==> src/design/sbe_pkg.sv <==
// Shared types and constants for the stack bytecode executor.
`default_nettype none
package sbe_pkg;

   typedef enum logic [4:0] {
      CMD_ADD = 5'd0, CMD_SUB = 5'd1, CMD_MUL = 5'd2, CMD_DIV = 5'd3,
      CMD_LT = 5'd4, CMD_GT = 5'd5, CMD_AND = 5'd6, CMD_OR = 5'd7,
      CMD_LOAD = 5'd8, CMD_POP = 5'd9, CMD_JF = 5'd10, CMD_JUMP = 5'd11,
      CMD_PRINT = 5'd12, CMD_LABEL = 5'd13, CMD_CALL = 5'd14, CMD_RET = 5'd15,
      CMD_GETL = 5'd16, CMD_SETL = 5'd17
   } cmd_type;

   localparam logic [2:0] FLT_OK    = 3'd0;
   localparam logic [2:0] FLT_UNDER = 3'd1;
   localparam logic [2:0] FLT_OVER  = 3'd2;
   localparam logic [2:0] FLT_DIV0  = 3'd3;
   localparam logic [2:0] FLT_FRAME = 3'd4;

   typedef struct packed {
      logic [4:0]  command;
      logic signed [31:0] constant;
   } req_type;

   typedef struct packed {
      logic [15:0] next_ip;
      logic        print_valid;
      logic signed [31:0] print_value;
      logic [2:0]  fault;
      logic [8:0]  stack_depth;
   } rsp_type;

   typedef enum logic [2:0] {
      ST_IDLE, ST_READ, ST_EXEC, ST_DIV, ST_OUT
   } state_type;

   // controller -> datapath
   typedef struct packed {
      logic load_req;   // capture request, issue reads
      logic exec;       // evaluate, start divider if needed
      logic div_step;   // one divider iteration
      logic commit;     // update state, fill output register
      logic rsp_take;   // output beat taken
   } ctl_type;

   // datapath -> controller
   typedef struct packed {
      logic need_div;
      logic div_done;
   } sts_type;

endpackage
`default_nettype wire

==> src/design/sbe_ctrl.sv <==
// Sequencing state machine for the stack bytecode executor.
`default_nettype none
module sbe_ctrl (
   input  wire logic clock,
   input  wire logic reset,
   input  wire logic req_valid,
   output logic      req_stall,
   output logic      rsp_valid,
   input  wire logic rsp_stall,
   input  wire sbe_pkg::sts_type sts,
   output sbe_pkg::ctl_type ctl
);
   import sbe_pkg::*;

   state_type state_ff, state_in;
   logic      full_ff, full_in;

   always_ff @(posedge clock) begin
      if (reset) begin
         state_ff <= ST_IDLE;
         full_ff  <= 1'b0;
      end else begin
         state_ff <= state_in;
         full_ff  <= full_in;
      end
   end

   always_comb begin
      state_in     = state_ff;
      full_in      = full_ff;
      ctl          = '0;
      req_stall    = 1'b1;
      ctl.rsp_take = full_ff & ~rsp_stall;
      if (ctl.rsp_take) full_in = 1'b0;
      case (state_ff)
         ST_IDLE: begin
            req_stall = 1'b0;
            if (req_valid) begin
               ctl.load_req = 1'b1;
               state_in = ST_READ;
            end
         end
         ST_READ: state_in = ST_EXEC;
         ST_EXEC: begin
            ctl.exec = 1'b1;
            state_in = sts.need_div ? ST_DIV : ST_OUT;
         end
         ST_DIV: begin
            ctl.div_step = 1'b1;
            if (sts.div_done) state_in = ST_OUT;
         end
         ST_OUT: begin
            if (!full_ff || ctl.rsp_take) begin
               ctl.commit = 1'b1;
               full_in = 1'b1;
               state_in = ST_IDLE;
            end
         end
         default: state_in = ST_IDLE;
      endcase
   end

   assign rsp_valid = full_ff;

   a_commit_room: assert property (@(posedge clock) disable iff (reset)
      ctl.commit |-> (!full_ff || ctl.rsp_take)) else $error("commit over full output");
   a_accept_idle: assert property (@(posedge clock) disable iff (reset)
      (req_valid && !req_stall) |=> state_ff == ST_READ) else $error("accept lost");
   a_div_only: assert property (@(posedge clock) disable iff (reset)
      ctl.div_step |-> $past(state_ff) == ST_EXEC || $past(state_ff) == ST_DIV)
      else $error("stray divide step");
endmodule
`default_nettype wire

==> config.mk <==
export PLATFORM = sky130hd
export DESIGN_NAME = sbe_ctrl
export DESIGN_NICKNAME = d
export VERILOG_FILES = /design/src/design/sbe_pkg.sv /design/src/design/sbe_ctrl.sv
export SDC_FILE = /design/constraint.sdc
export NUM_CORES = 1
export LEC_CHECK = 0
export BUFFER_PORTS_ARGS = -buffer_cell sky130_fd_sc_hd__buf_2
export CAP_MARGIN = 40
export CORE_AREA = 2 2 39 41
export DETAILED_ROUTE_END_ITERATION = 10
export DIE_AREA = 0 0 41 43
export MAX_ROUTING_LAYER = met4
export PLACE_DENSITY = 0.39
export RECOVER_POWER = 100
export SLEW_MARGIN = 20
export SYNTH_ARGS = -nofsm -noshare
export SYNTH_HDL_FRONTEND = slang
export SYNTH_SLANG_ARGS = --single-unit
==> constraint.sdc <==
create_clock -name clock -period 2.9 [get_ports clock]
set_input_delay 0.58 -clock clock [delete_from_list [all_inputs] [get_ports clock]]
set_output_delay 0.58 -clock clock [all_outputs]
set_load 0.005 [all_outputs]
# Word level (Yosys, flattened, before mapping)
# Cells that the tools add are included.
# op_classes
n_eq_ne	7
n_mux	15
bitwise	2
reduce_logical	4
# op_table
op	n
$pmux W3 S5	1
$mux W3	4
$mux W1	10
$eq A3 B2 Y1 const B	2
$ne A2 B2 Y1 const B	3
$eq A3 B1 Y1 const B	1
$eq A3 B3 Y1 const B	1
$logic_not A3 Y1	1
$reduce_and A3 Y1	1
$and A1 B1 Y1	1
$logic_not A1 Y1	1
$logic_or A1 B1 Y1	1
$not A1 Y1	1
# word_totals
reg_bits	4
in_bits	6
output_inout_bits	7
word_cells	30

# Logic depth before layout (Yosys ltp)
# logic_depth
ltp_word	5
depth_mapped	3
ltp_nobuf	3

# Least setup slack after synthesis
# OpenSTA, ideal clock, no wires.
# synth_path
path_type	flip-flop to output port
startpoint	register state_ff[1]
endpoint	output ctl[4] in the netlist's numbering
t_arrival_ns	0.827
t_required_ns	2.320
path_slack_ns	1.493
stages_incl_launch_ff	3
path_buffers	0
cell_sequence	dfxtp_1 -> or3_4 -> nor2_2
# synth_rtl
element	line	source
start: declaration	sbe_ctrl.sv:15	state_type state_ff, state_in;
start signal: assignment	sbe_ctrl.sv:23	state_ff <= state_in;
end: declaration	sbe_ctrl.sv:11	output sbe_pkg::ctl_type ctl

==> impl_metrics.ini <==
[drt]
ant_nets = 0
wirelength_um = 470
vias = 234
via_per_inst = 4.11
post-route-drc-count = 0
firstDrtPassIters = 2
post_drt_wl_per_cell_um = 8.25
drtIter0Drc = 2

[final_layout]
register_area_um2 = 80.1
final_cell_area_um2 = 303
antennaDiodeCount = 0
final_nets = 49
multi_input_area_um2 = 121
drive_above_1_share = 0.341
fill_cells = 165
area_delta_synth_final_pct = 44.0

[synthesis]
ys_ff_latch = 4
syn-num-nets = 32
synth_flop_cell = dfxtp_1
synth_edf_count = 0
yosys_warnings = 0
yosys.area.top_type = dfxtp_1
yosys-top-cells-area = dfxtp_1 38%, a21oi_1 9.5%, and3b_2 9.5%, nand2_1 7.1%, nor2_1 5.4%
postSynth.asyncResetShare = 0
yosysSeqAreaShare = 0.381
synthTopCellsByCount = 4 x a21oi_1, 4 x dfxtp_1, 4 x nand2_1
synth.distinct_cells = 14
synth_top_cell_area_share = 0.381
netlist_area_um2 = 210
avgSynthCellArea_um2 = 8.08
syn_inst = 26

[clock_tree]
clk_pin_slew_ps = 30
postCtsSetupBuffers = 0
postCtsHoldBufs = 0
clock-root-buffer = clkbuf_4
clockBufferDepth = 2
cts_tree = yes
cts.sinks = 4
clock_latency_ps = 230
htreeDepth = 1
cts_made_buffers = 3
cts_resized = 0

[placed_design]
gp_congestion = 0.581
place_area_um2 = 290
numPortBuffers = 12
post-place-ws_ps = 1390
dp_hpwl_um = 380

[sta]
slew_viol_final = 0
post-route-min-period_ps = 1770
final_hold_viol_count = 0
max_freq_ghz = 0.565
setup_slack_ps = 1130
rsz0062_at_grt = no
final.setup.tns_ps = 0
setup_viol = 0
tightest_slew_ps = 232
period_share = 0.610
fin_skew_ps = 1.11
slew-limit-headroom = 0.845

[die]
start_util = 0.152
core-area_mm2 = 0.00138
die_y_um = 43
num_io_pins = 13
rows = 14
die_x_um = 41
die_area_mm2 = 0.00176

[flow_run]
drv_cap = 0

[run_status]
status = finished clean

[grt]
grt_pass1_wl_um = 765
grt_overflow = 0
track_usage = 0.0710
antenna_found_initial = 0
grt_pass1_vias = 206
grt_max_degree = 9

[setup_path]
cp_slowest_cell = or3_1
worstRegToRegCells = 3
cp_cell_sequence = or3_1 -> nor2_2 -> clkbuf_1
startpoint_type = flop
crit_type = flop to output port
critPathRequiredTime_ps = 2320
end_kind = output port
critical_path_arrival_ps = 1190
critPathMaxStageDelay_ps = 410
path_max_fanout = 8

[power]
p_leak_nw = 0.139
p_per_area_mw_per_mm2 = 510
p_sw_w = 0.0000367
power_frac_seq = 0.413
power.internal_w = 0.000118
ir_drop_mv = 0.112
p_clk_frac = 0.425
swShare = 0.238
p_comb_frac = 0.163

[min_path]
hold_path_class = flop to flop
whs_path_depth = 2
registers in the layout (all words and copies together) (netlist names):
name and flops:
rsp_valid 1, state_ff 3
power groups by stage:
stage          logic [W]  registers [W]  clock network [W]
3_5_place_dp   0.0000281      0.0000645                  0
2_1_floorplan  0.0000164      0.0000633                  0
4_1_cts        0.0000282      0.0000637          0.0000711
3_3_place_gp   0.0000280      0.0000646                  0
6_report       0.0000251      0.0000637          0.0000656
5_1_grt        0.0000297      0.0000647          0.0000721
layout by cell type (no fill, tap or decap):
master    count
buf_2         7
nand2_1       4
a21oi_1       4
clkbuf_1      4
dfxtp_1       4
nor2_1        3
clkbuf_4      3
and3b_2       2
or3_1         1
nor3b_1       1
nor2b_1       1
inv_1         1
nor2_2        1
o32ai_1       1
and3_1        1
a31o_1        1
nor3_1        1
clkbuf_2      1
area by class of cell:
cell class	instances	area share
clock buffer	3	0.0744
timing repair buffer	12	0.182
inverter	1	0.0124
multi-input combinational	21	0.401
sequential	4	0.264
tap	16	0.0661
kinds of logic (layout without fill, tap and decap cells):
logic type / count (synthesis) / count (layout) / share of synthesized area
flops: 4 / 4 / 0.381
buf+inv: 1 / 16 / 0.0178
compound gates: 6 / 6 / 0.179
simple gates: 15 / 15 / 0.423
worst max-delay path: cells and delay by family, from the launching register on:
kind	cells	cell delay [ps]
DFF	1	350
buffers and inverters	1	110
and+or+nand+nor	2	500
layer usage:
| layer | track usage | vias to the layer above | part of all wire |
|---|---|---|---|
| met5 | - | - | 0 |
| met4 | 0.0600 | 0 | 0.0085 |
| met3 | 0.0471 | 2 | 0.079 |
| met2 | 0.0969 | 6 | 0.49 |
| met1 | 0.0643 | 103 | 0.43 |
| li1 | - | 123 | - |
final timing paths:
path	start	endpoint	slack, ps
worst min register to register	rsp_valid	rsp_valid	510
worst max register to register	state_ff[0]	state_ff[0]	1930
worst max-delay path	state_ff[1]	ctl[4]	1130
worst min-delay path	rsp_valid	rsp_valid	510
stage by stage:
stage | power [W] | util | hold slack, ps | instances
final | 0.000154 | 0.219 | 513 | 57
after global routing | 0.000166 | 0.219 | 551 | 57
after CTS | 0.000163 | 0.226 | 514 | 57
after detailed placement | 0.0000926 | 0.210 | 508 | 54
after global placement | 0.0000926 | 0.210 | 515 | 54
after floorplan | 0.0000797 | - | 478 | 26
Power figures use the tool's default switching activity.
